`config.mk`:
```
export PLATFORM = sky130hd
export DESIGN_NAME = url_path_sanitizer
export DESIGN_NICKNAME = d
export VERILOG_FILES = /design/src/design/ups_pkg.sv /design/src/design/ups_step.sv /design/src/design/url_path_sanitizer.sv
export SDC_FILE = /design/constraint.sdc
export NUM_CORES = 1
export LEC_CHECK = 0
export ABC_CLOCK_PERIOD_IN_PS = 20000
export BUFFER_PORTS_ARGS = -buffer_cell sky130_fd_sc_hd__buf_4
export CAP_MARGIN = 10
export CORE_MARGIN = 5
export CORE_UTILIZATION = 55
export DETAILED_ROUTE_END_ITERATION = 12
export GPL_ROUTABILITY_DRIVEN = 0
export PLACE_DENSITY = 0.76
export SYNTH_ARGS = -nofsm -noshare
export SYNTH_HDL_FRONTEND = slang
export SYNTH_SLANG_ARGS = --single-unit
```
`constraint.sdc`:
```
create_clock -name clock -period 20 [get_ports clock]
set_clock_uncertainty 0.2 [all_clocks]
set_input_delay 1 -clock clock [delete_from_list [all_inputs] [get_ports clock]]
set_output_delay 1 -clock clock [all_outputs]
set_load 0.005 [all_outputs]
```
`src/design/ups_pkg.sv`:
```
// ----------------------------------------------------------------------------
// ups_pkg
// Types, character codes and helper functions shared by the URL path
// sanitizer modules.
// ----------------------------------------------------------------------------
package ups_pkg;

   localparam int CNT_W       = 4;
   localparam int LIST_CHARS  = 4;
   localparam int FALLBACK_LEN = 10;

   localparam logic [7:0] CH_SLASH   = 8'h2F;
   localparam logic [7:0] CH_BSLASH  = 8'h5C;
   localparam logic [7:0] CH_COLON   = 8'h3A;
   localparam logic [7:0] CH_PERCENT = 8'h25;
   localparam logic [7:0] CH_QUEST   = 8'h3F;
   localparam logic [7:0] CH_HASH    = 8'h23;
   localparam logic [7:0] CH_DOT     = 8'h2E;
   localparam logic [7:0] CH_ZERO    = 8'h30;
   localparam logic [7:0] CH_NINE    = 8'h39;
   localparam logic [7:0] CH_LA      = 8'h61;
   localparam logic [7:0] CH_LF      = 8'h66;
   localparam logic [7:0] CH_UA      = 8'h41;
   localparam logic [7:0] CH_UF      = 8'h46;

   typedef enum logic [1:0] {
      ESC_IDLE = 2'd0,
      ESC_HIGH = 2'd1,
      ESC_LOW  = 2'd2
   } esc_phase_type;

   typedef struct packed {
      logic [1:0]    raw_count;
      logic          raw_slash_seen;
      logic          first_raw_slash;
      logic          truncated;
      esc_phase_type escape_phase;
      logic [3:0]    high_nibble;
      logic          decoded_started;
      logic          decoded_slash_seen;
      logic [1:0]    held_dots;
      logic          segment_open;
      logic          segment_emitted;
      logic          rejected;
   } state_type;

   // one step's list of result transactions
   typedef struct packed {
      logic [CNT_W-1:0]            count;
      logic                        fallback;
      logic                        nochar;
      logic                        done;
      logic                        safe;
      logic [LIST_CHARS-1:0][7:0]  chars;
   } desc_type;

   // {valid, value} of a hex digit
   function automatic logic [4:0] nib_of(input logic [7:0] c);
      logic [7:0] diff;
      logic [4:0] res;
      diff = 8'd0;
      res  = 5'd0;
      if (c >= CH_ZERO && c <= CH_NINE) begin
         diff = c - CH_ZERO;
         res  = {1'b1, diff[3:0]};
      end else if (c >= CH_LA && c <= CH_LF) begin
         diff = c - CH_LA + 8'd10;
         res  = {1'b1, diff[3:0]};
      end else if (c >= CH_UA && c <= CH_UF) begin
         diff = c - CH_UA + 8'd10;
         res  = {1'b1, diff[3:0]};
      end
      return res;
   endfunction

   function automatic logic [7:0] fallback_char(input logic [CNT_W-1:0] idx);
      logic [7:0] ch;
      unique case (idx)
         4'd0:    ch = 8'h69;  // i
         4'd1:    ch = 8'h6E;  // n
         4'd2:    ch = 8'h64;  // d
         4'd3:    ch = 8'h65;  // e
         4'd4:    ch = 8'h78;  // x
         4'd5:    ch = CH_DOT;
         4'd6:    ch = 8'h68;  // h
         4'd7:    ch = 8'h74;  // t
         4'd8:    ch = 8'h6D;  // m
         4'd9:    ch = 8'h6C;  // l
         default: ch = 8'h00;
      endcase
      return ch;
   endfunction

endpackage

```
`src/design/ups_step.sv`:
```
// ----------------------------------------------------------------------------
// ups_step
// Per-character decision logic: escape decoding, segment tracking, reject
// rules and the list of result transactions one character causes.
// ----------------------------------------------------------------------------
module ups_step (
   input  ups_pkg::state_type state_cur,
   input  logic [7:0]         char_in,
   input  logic               last_char,
   output ups_pkg::state_type state_next,
   output logic               has_result,
   output ups_pkg::desc_type  desc
);
   import ups_pkg::*;

   always_comb begin
      state_type                  st;
      logic                       strip;
      logic [4:0]                 nib;
      logic                       d_valid;
      logic [7:0]                 d;
      logic                       emit_slash;
      logic [1:0]                 emit_dots;
      logic                       emit_d;
      logic [1:0]                 k;
      logic [CNT_W-1:0]           n_chars;
      logic [LIST_CHARS-1:0][7:0] chars;

      st         = state_cur;
      strip      = 1'b0;
      nib        = nib_of(char_in);
      d_valid    = 1'b0;
      d          = 8'd0;
      emit_slash = 1'b0;
      emit_dots  = 2'd0;
      emit_d     = 1'b0;
      k          = 2'd0;
      chars      = '0;

      if (!st.truncated && !st.rejected) begin
         priority if (char_in == CH_QUEST || char_in == CH_HASH) begin
            st.truncated = 1'b1;
         end else if (char_in == CH_BSLASH) begin
            st.rejected = 1'b1;
         end else if (char_in == CH_COLON && !st.raw_slash_seen) begin
            st.rejected = 1'b1;
         end else if (st.raw_count == 2'd1 && st.first_raw_slash && char_in == CH_SLASH) begin
            st.rejected = 1'b1;
         end else begin
            strip = (st.raw_count == 2'd0) && (char_in == CH_SLASH);
            if (st.raw_count == 2'd0) begin
               st.first_raw_slash = (char_in == CH_SLASH);
            end
            if (char_in == CH_SLASH) begin
               st.raw_slash_seen = 1'b1;
            end
            if (st.raw_count != 2'd2) begin
               st.raw_count = st.raw_count + 2'd1;
            end
            if (!strip) begin
               unique case (st.escape_phase)
                  ESC_IDLE: begin
                     if (char_in == CH_PERCENT) begin
                        st.escape_phase = ESC_HIGH;
                     end else begin
                        d_valid = 1'b1;
                        d       = char_in;
                     end
                  end
                  ESC_HIGH: begin
                     if (!nib[4]) begin
                        st.rejected = 1'b1;
                     end else begin
                        st.high_nibble  = nib[3:0];
                        st.escape_phase = ESC_LOW;
                     end
                  end
                  ESC_LOW: begin
                     if (!nib[4]) begin
                        st.rejected = 1'b1;
                     end else begin
                        st.escape_phase = ESC_IDLE;
                        d_valid         = 1'b1;
                        d               = {st.high_nibble, nib[3:0]};
                     end
                  end
                  default: st.escape_phase = ESC_IDLE;
               endcase
            end
         end

         if (d_valid) begin
            if (!st.decoded_started && d == CH_SLASH) begin
               st.rejected = 1'b1;
            end else begin
               st.decoded_started = 1'b1;
               priority if (d == CH_BSLASH) begin
                  st.rejected = 1'b1;
               end else if (d == CH_COLON && !st.decoded_slash_seen) begin
                  st.rejected = 1'b1;
               end else if (d == CH_SLASH) begin
                  st.decoded_slash_seen = 1'b1;
                  if (st.segment_open && st.held_dots != 2'd0) begin
                     st.rejected = 1'b1;
                  end else begin
                     st.segment_open = 1'b0;
                     st.held_dots    = 2'd0;
                  end
               end else if (!st.segment_open) begin
                  st.segment_open = 1'b1;
                  if (d == CH_DOT) begin
                     st.held_dots = 2'd1;
                  end else begin
                     emit_slash         = st.segment_emitted;
                     emit_d             = 1'b1;
                     st.segment_emitted = 1'b1;
                  end
               end else if (st.held_dots != 2'd0) begin
                  if (d == CH_DOT && st.held_dots == 2'd1) begin
                     st.held_dots = 2'd2;
                  end else begin
                     emit_slash         = st.segment_emitted;
                     emit_dots          = st.held_dots;
                     emit_d             = 1'b1;
                     st.held_dots       = 2'd0;
                     st.segment_emitted = 1'b1;
                  end
               end else begin
                  emit_d = 1'b1;
               end
            end
         end
      end

      // assemble the character list
      if (emit_slash) begin
         chars[k] = CH_SLASH;
         k        = k + 2'd1;
      end
      if (emit_dots != 2'd0) begin
         chars[k] = CH_DOT;
         k        = k + 2'd1;
      end
      if (emit_dots == 2'd2) begin
         chars[k] = CH_DOT;
         k        = k + 2'd1;
      end
      chars[k] = d;

      n_chars = (emit_d && !st.rejected) ?
                (CNT_W'(emit_slash) + CNT_W'(emit_dots) + CNT_W'(1)) : '0;

      desc       = '0;
      desc.chars = chars;
      desc.count = n_chars;
      has_result = (n_chars != '0);

      if (last_char) begin
         if (!st.rejected &&
             (st.escape_phase != ESC_IDLE || (st.segment_open && st.held_dots != 2'd0))) begin
            st.rejected = 1'b1;
         end
         desc.done = 1'b1;
         priority if (st.rejected) begin
            desc.nochar = 1'b1;
            desc.count  = CNT_W'(1);
            desc.safe   = 1'b0;
         end else if (!st.segment_emitted) begin
            desc.fallback = 1'b1;
            desc.count    = CNT_W'(FALLBACK_LEN);
            desc.safe     = 1'b1;
         end else if (n_chars == '0) begin
            desc.nochar = 1'b1;
            desc.count  = CNT_W'(1);
            desc.safe   = 1'b1;
         end else begin
            desc.safe = 1'b1;
         end
         has_result = 1'b1;
         st         = '0;
      end

      state_next = st;
   end

endmodule

```
`src/design/url_path_sanitizer.sv`:
```
// ----------------------------------------------------------------------------
// url_path_sanitizer
// Streaming URL path cleaner. Characters enter with a last flag; the cleaned
// path leaves one character per transaction, and the transaction that closes
// a URL carries the verdict (path_done, path_safe). A rejected URL closes
// with a single characterless transaction, and the consumer drops what it
// already took for it. One character is taken per cycle as long as each
// character causes at most one result and the output does not stall; a
// character that flushes a list (held dots, a separator, or the
// ten-character index.html fallback) makes a later character with a result
// wait until that list has left, since results leave the single output
// register one per cycle when not stalled. A character passes through an
// input register, then the step logic into the output list register.
// ----------------------------------------------------------------------------
module url_path_sanitizer (
   input  logic       clock,
   input  logic       reset,
   input  logic       req_valid,
   output logic       req_stall,
   input  logic [7:0] req_char_in,
   input  logic       req_last_char,
   output logic       rsp_valid,
   input  logic       rsp_stall,
   output logic [7:0] rsp_out_char,
   output logic       rsp_char_valid,
   output logic       rsp_run_last,
   output logic       rsp_path_done,
   output logic       rsp_path_safe
);
   import ups_pkg::*;

   logic             in_valid_ff, in_valid_in;
   logic [7:0]       in_char_ff;
   logic             in_last_ff;
   state_type        state_ff, state_in;
   logic             list_valid_ff, list_valid_in;
   desc_type         list_ff, list_in;
   logic [CNT_W-1:0] pos_ff, pos_in;

   state_type        step_state;
   logic             step_has;
   desc_type         step_desc;

   logic             req_fire, rsp_fire, list_end, list_free, step_go;

   ups_step u_step (
      .state_cur  (state_ff),
      .char_in    (in_char_ff),
      .last_char  (in_last_ff),
      .state_next (step_state),
      .has_result (step_has),
      .desc       (step_desc)
   );

   assign list_end  = (pos_ff == list_ff.count - CNT_W'(1));
   assign rsp_fire  = list_valid_ff && !rsp_stall;
   assign list_free = !list_valid_ff || (rsp_fire && list_end);
   assign step_go   = in_valid_ff && (list_free || !step_has);
   assign req_stall = in_valid_ff && !step_go;
   assign req_fire  = req_valid && !req_stall;

   always_comb begin
      in_valid_in   = in_valid_ff;
      state_in      = state_ff;
      list_valid_in = list_valid_ff;
      list_in       = list_ff;
      pos_in        = pos_ff;
      if (step_go) begin
         in_valid_in = 1'b0;
         state_in    = step_state;
      end
      if (req_fire) begin
         in_valid_in = 1'b1;
      end
      if (rsp_fire) begin
         if (list_end) begin
            list_valid_in = 1'b0;
         end else begin
            pos_in = pos_ff + CNT_W'(1);
         end
      end
      if (step_go && step_has) begin
         list_valid_in = 1'b1;
         list_in       = step_desc;
         pos_in        = '0;
      end
   end

   always_ff @(posedge clock) begin
      if (reset) begin
         in_valid_ff   <= 1'b0;
         state_ff      <= '0;
         list_valid_ff <= 1'b0;
         pos_ff        <= '0;
      end else begin
         in_valid_ff   <= in_valid_in;
         state_ff      <= state_in;
         list_valid_ff <= list_valid_in;
         pos_ff        <= pos_in;
      end
   end

   always_ff @(posedge clock) begin
      if (req_fire) begin
         in_char_ff <= req_char_in;
         in_last_ff <= req_last_char;
      end
      list_ff <= list_in;
   end

   always_comb begin
      if (list_ff.nochar) begin
         rsp_out_char = 8'd0;
      end else if (list_ff.fallback) begin
         rsp_out_char = fallback_char(pos_ff);
      end else begin
         rsp_out_char = list_ff.chars[pos_ff[1:0]];
      end
   end

   assign rsp_valid      = list_valid_ff;
   assign rsp_char_valid = !list_ff.nochar;
   assign rsp_run_last   = list_end;
   assign rsp_path_done  = list_ff.done && list_end;
   assign rsp_path_safe  = list_ff.safe && list_ff.done && list_end;

   a_pos_in_range: assert property (@(posedge clock) disable iff (reset)
      list_valid_ff |-> (pos_ff < list_ff.count))
      else $error("list position past end");

   a_safe_needs_done: assert property (@(posedge clock) disable iff (reset)
      rsp_valid && rsp_path_safe |-> rsp_path_done && rsp_run_last)
      else $error("verdict outside closing transaction");

   a_list_holds: assert property (@(posedge clock) disable iff (reset)
      list_valid_ff && rsp_stall |=> list_valid_ff && $stable(pos_ff))
      else $error("stalled list moved");

   a_input_holds: assert property (@(posedge clock) disable iff (reset)
      in_valid_ff && !step_go |=> in_valid_ff && $stable(in_char_ff))
      else $error("held character lost");

   a_reject_no_char: assert property (@(posedge clock) disable iff (reset)
      rsp_valid && rsp_path_done && !rsp_path_safe |-> !rsp_char_valid)
      else $error("rejected closing carries a character");

endmodule

```
==> summary.txt <==
Hold path
  – Hold EP: state_ff[14]
  – HP Class: flip-flop to flip-flop
  – WHS Path Cells: 2
  – Hold path start: state_ff[14]

Synthesis
  – Biggest area consumer among synthesized cells: edfxtp_1
  – Main synth FF type: edfxtp_1
  – Synth top area share: between 20% and 30%
  – Async S/R FF share, synth: 0%
  – Synth Warn #: 0
  – Register area share after synthesis: roughly two fifths
  – Cells after Synth: approximately 520
  – Synth cell count leaders: nor2_1, edfxtp_1, nand2_1
  – Top-count cell post-synth: nor2_1
  – Avg Cell Area, Syn: approximately 9.9 µm²
  – Netlist Area Pre-Place: slightly above 5000 µm²
  – Synth area leaders: edfxtp_1, dfxtp_1, ha_1
  – Count of cell types in the netlist: 90
  – Post-synthesis sequential element count: 80
  – Post-synth EDFFs: around 50
  – Syn Nets: between 500 and 600

Global routing
  – Grt total ovfl: 0
  – Initial antenna violation count: 0
  – Largest net degree at the start of global routing: between 40 and 50
  – Overall global routing resource usage: around a fifth
  – Vias in the first global route: ~4000
  – First-pass GRT wire length: 19300 µm

Setup path
  – Most used cell, CP: inv_1
  – R2R setup slack: roughly 14 ns
  – Critical path fanouts, max: 12
  – Worst EP arrival: 5.77 ns
  – Worst path cell trace: inv_1 -> ha_1 -> or3b_4 -> and3_1 -> a221oi_4 -> nand3_2 -> o32ai_2 -> a21oi_2 -> o21a_1 -> nand2_1 -> inv_1 -> ha_1 -> inv_1 -> fa_1 -> nand3_1 -> a21oi_1 -> o21a_4 -> or3b_1 -> inv_2 -> buf_4
  – CP peak stage delay: ~0.57 ns
  – Required time worst endpoint: ~19 ns
  – Crit-path slowest cell: edfxtp_1
  – R2R depth: 24
  – Startpoint Class: flip-flop
  – Critical path endpoint category: output pin
  – Setup CP Type: flip-flop to output pin
  – R2R Path Start: in_char_ff[0]

CTS
  – CTS root buf: clkbuf_8
  – Post-CTS Hold Fix Bufs: 0
  – Postcts setup bufs: 0
  – Bufs on Longest Clock Path: 2
  – Clk Latency, worst-skew pair: 0.35 ns
  – CTS tree: done
  – Inserted Clock Buffers: 9
  – Clk sinks: 80
  – Reg clk slew, reported paths: ~0.080 ns
  – Resize count post-CTS: 0
  – H-tree depth: 3

STA
  – Worst-margin pin slew: about 1.0 ns
  – Fin crit share: approximately a third
  – Tmin final: 6.97 ns
  – # setup viols final: 0
  – RSZ-0062 raised after global routing: no
  – F_max: ~140 MHz
  – Final hold vios: 0
  – Slew headroom: between 30 and 40%
  – Fin. max-slew vios: 0
  – Post-Route Setup TNS: 0 ns

Floorplanning
  – Horiz. Die Dim: around 110 µm
  – Die Y: between 100 and 150 µm
  – Die Footprint: between 10000 and 15000 µm²
  – Row Count: 35
  – Starting Density: between 50% and 60%
  – Core area: 9200 µm²
  – I/O pins: 27

Routing
  – Drt first pass iters: 5
  – Final ANT Viol Nets: 0
  – Met2 wire length: ~5800 µm
  – Post-Route M1 WL: between 4000 and 5000 µm
  – Vias per cell: ~6.3
  – Routed wire per std cell: approximately 18 µm
  – First-iteration detailed-routing DRC count: 313
  – Total number of vias: 4092
  – Met3 WL: a little over 700 µm
  – Drt total wl: approximately 12000 µm
  – Max Used Layer: met4
  – Residual DRC count: 0

Placed design
  – DP HPWL: a little under 9000 µm
  – Post-DP Area: 5390 µm²
  – PortBufs: 26

Power
  – Flop pwr share: 49.9%
  – Comb pwr share: 18.7%
  – Switch share: approximately 30%
  – Sw Pwr: 0.116 mW
  – Maximum vdd drop: between 0.00005 and 0.00006 V
  – Leak pwr: roughly 2.1 nW
  – Power per cell area: 69.8 nW/µm²
  – Power share of the clock group: 31.3%
  – P_int: between 0.2 and 0.3 mW

Status
  – Status: finished clean

Cells and area
  – Share of cells above drive strength 1: 16.4%
  – Area Overhead vs Synth: 8.64%
  – Final core occ: 60.8%
  – Nets@finish: roughly 580
  – Post-layout instance area: between 5000 and 6000 µm²
  – Antenna cells: 0

Job
  – Max Cap Violations: 0
## layer usage
metal / track usage (%) / vias up
met4: 6.85 / 0
met2: 35.8 / 167
met5: 0 / -
li1: - / 1947
met1: 26.8 / 1958
met3: 4.33 / 20
## per-stage QoR
stage | power [mW] | hold WS (ns) | setup slack [ns] | instances
after detailed placement | 0.271 | 0.259 | 13.49 | 638
final | 0.390 | 0.268 | 13.03 | 654
after global routing | 0.408 | 0.297 | 12.75 | 654
after CTS | 0.392 | 0.271 | 13.09 | 654
after global placement | 0.269 | 0.244 | 13.74 | 638
after floorplan | 0.250 | 0.224 | 13.21 | 521
## how the worst max path moves through the flow
stage | depth (start not counted) | slack [ns] | endpoint | from
4_1_cts | 20 | 13.09 | req_stall | in_char_ff[0]
3_3_place_gp | 20 | 13.74 | req_stall | in_char_ff[0]
6_report | 20 | 13.03 | req_stall | in_char_ff[0]
3_5_place_dp | 20 | 13.49 | req_stall | in_char_ff[0]
2_1_floorplan | 21 | 13.21 | list_ff[0] | in_char_ff[0]
5_1_grt | 20 | 12.75 | req_stall | in_char_ff[0]
## registers in the layout, summed over array words and instances, names as in the netlist, named ones only
| name | count |
|---|---|
| in_char_ff | 8 |
| in_last_ff | 1 |
| in_valid_ff | 1 |
| list_ff | 40 |
| pos_ff | 4 |
| rsp_valid | 1 |
| state_ff | 18 |
## cells by family (layout without fill, tap and decap cells)
family | count (synthesis) | in the layout | share of synthesized area (%)
adder cells (fa/ha/maj) | 26 | 26 | 6.47
XOR/XNOR | 9 | 9 | 1.53
multiplexers | 27 | 27 | 6.98
AO/OA/AOI/OAI | 131 | 131 | 20.1
flip-flops | 80 | 80 | 40.7
buffers and inverters | 56 | 78 | 4.65
AND/OR/NAND/NOR | 192 | 192 | 19.6
## cells in the final DEF (no fill, tap or decap), types with 5 or more instances in the layout
cell      count
nand3_1      15
nor2b_1       5
nand2_1      49
a211oi_1      5
and3_1        9
inv_1        33
o211ai_1      5
nor2_1       52
buf_4        27
nand4_1       8
xnor2_1       9
nor3_1        7
ha_1         25
mux2i_1      19
clkbuf_8      9
a21oi_1      20
o21a_1        5
o21bai_1      5
a31oi_1       7
edfxtp_1     49
mux4_2        7
o21ai_0      32
dfxtp_1      31
## critical path, delay by kind of cell (launching register included)
kind                       cells  cell delay [ns]
AOI/OAI and AO/OA              6             1.77
adders and majority gates      3             1.22
buffers and inverters          5             0.65
DFF                            1             0.57
and+or+nand+nor                6             1.21
## power by group through the flow
stage / registers (mW) / logic [mW] / clock network [mW]
3_3_place_gp: 0.198 / 0.0708 / 0
4_1_cts: 0.195 / 0.0727 / 0.125
5_1_grt: 0.196 / 0.0802 / 0.132
2_1_floorplan: 0.193 / 0.0570 / 0
3_5_place_dp: 0.198 / 0.0724 / 0
6_report: 0.195 / 0.0731 / 0.122
## layout make-up
cell class / count / area, µm²
Tap cell: 111 / 139
Sequential cell: 80 / 2090
Clock buffer: 9 / 124
Timing Repair Buffer: 27 / 203
Inverter: 35 / 131
Clock inverter: 7 / 78.8
Fill cell: 777 / 3610
Multi-Input combinational cell: 385 / 2820
No activity file was read; power rests on OpenSTA's default activity.
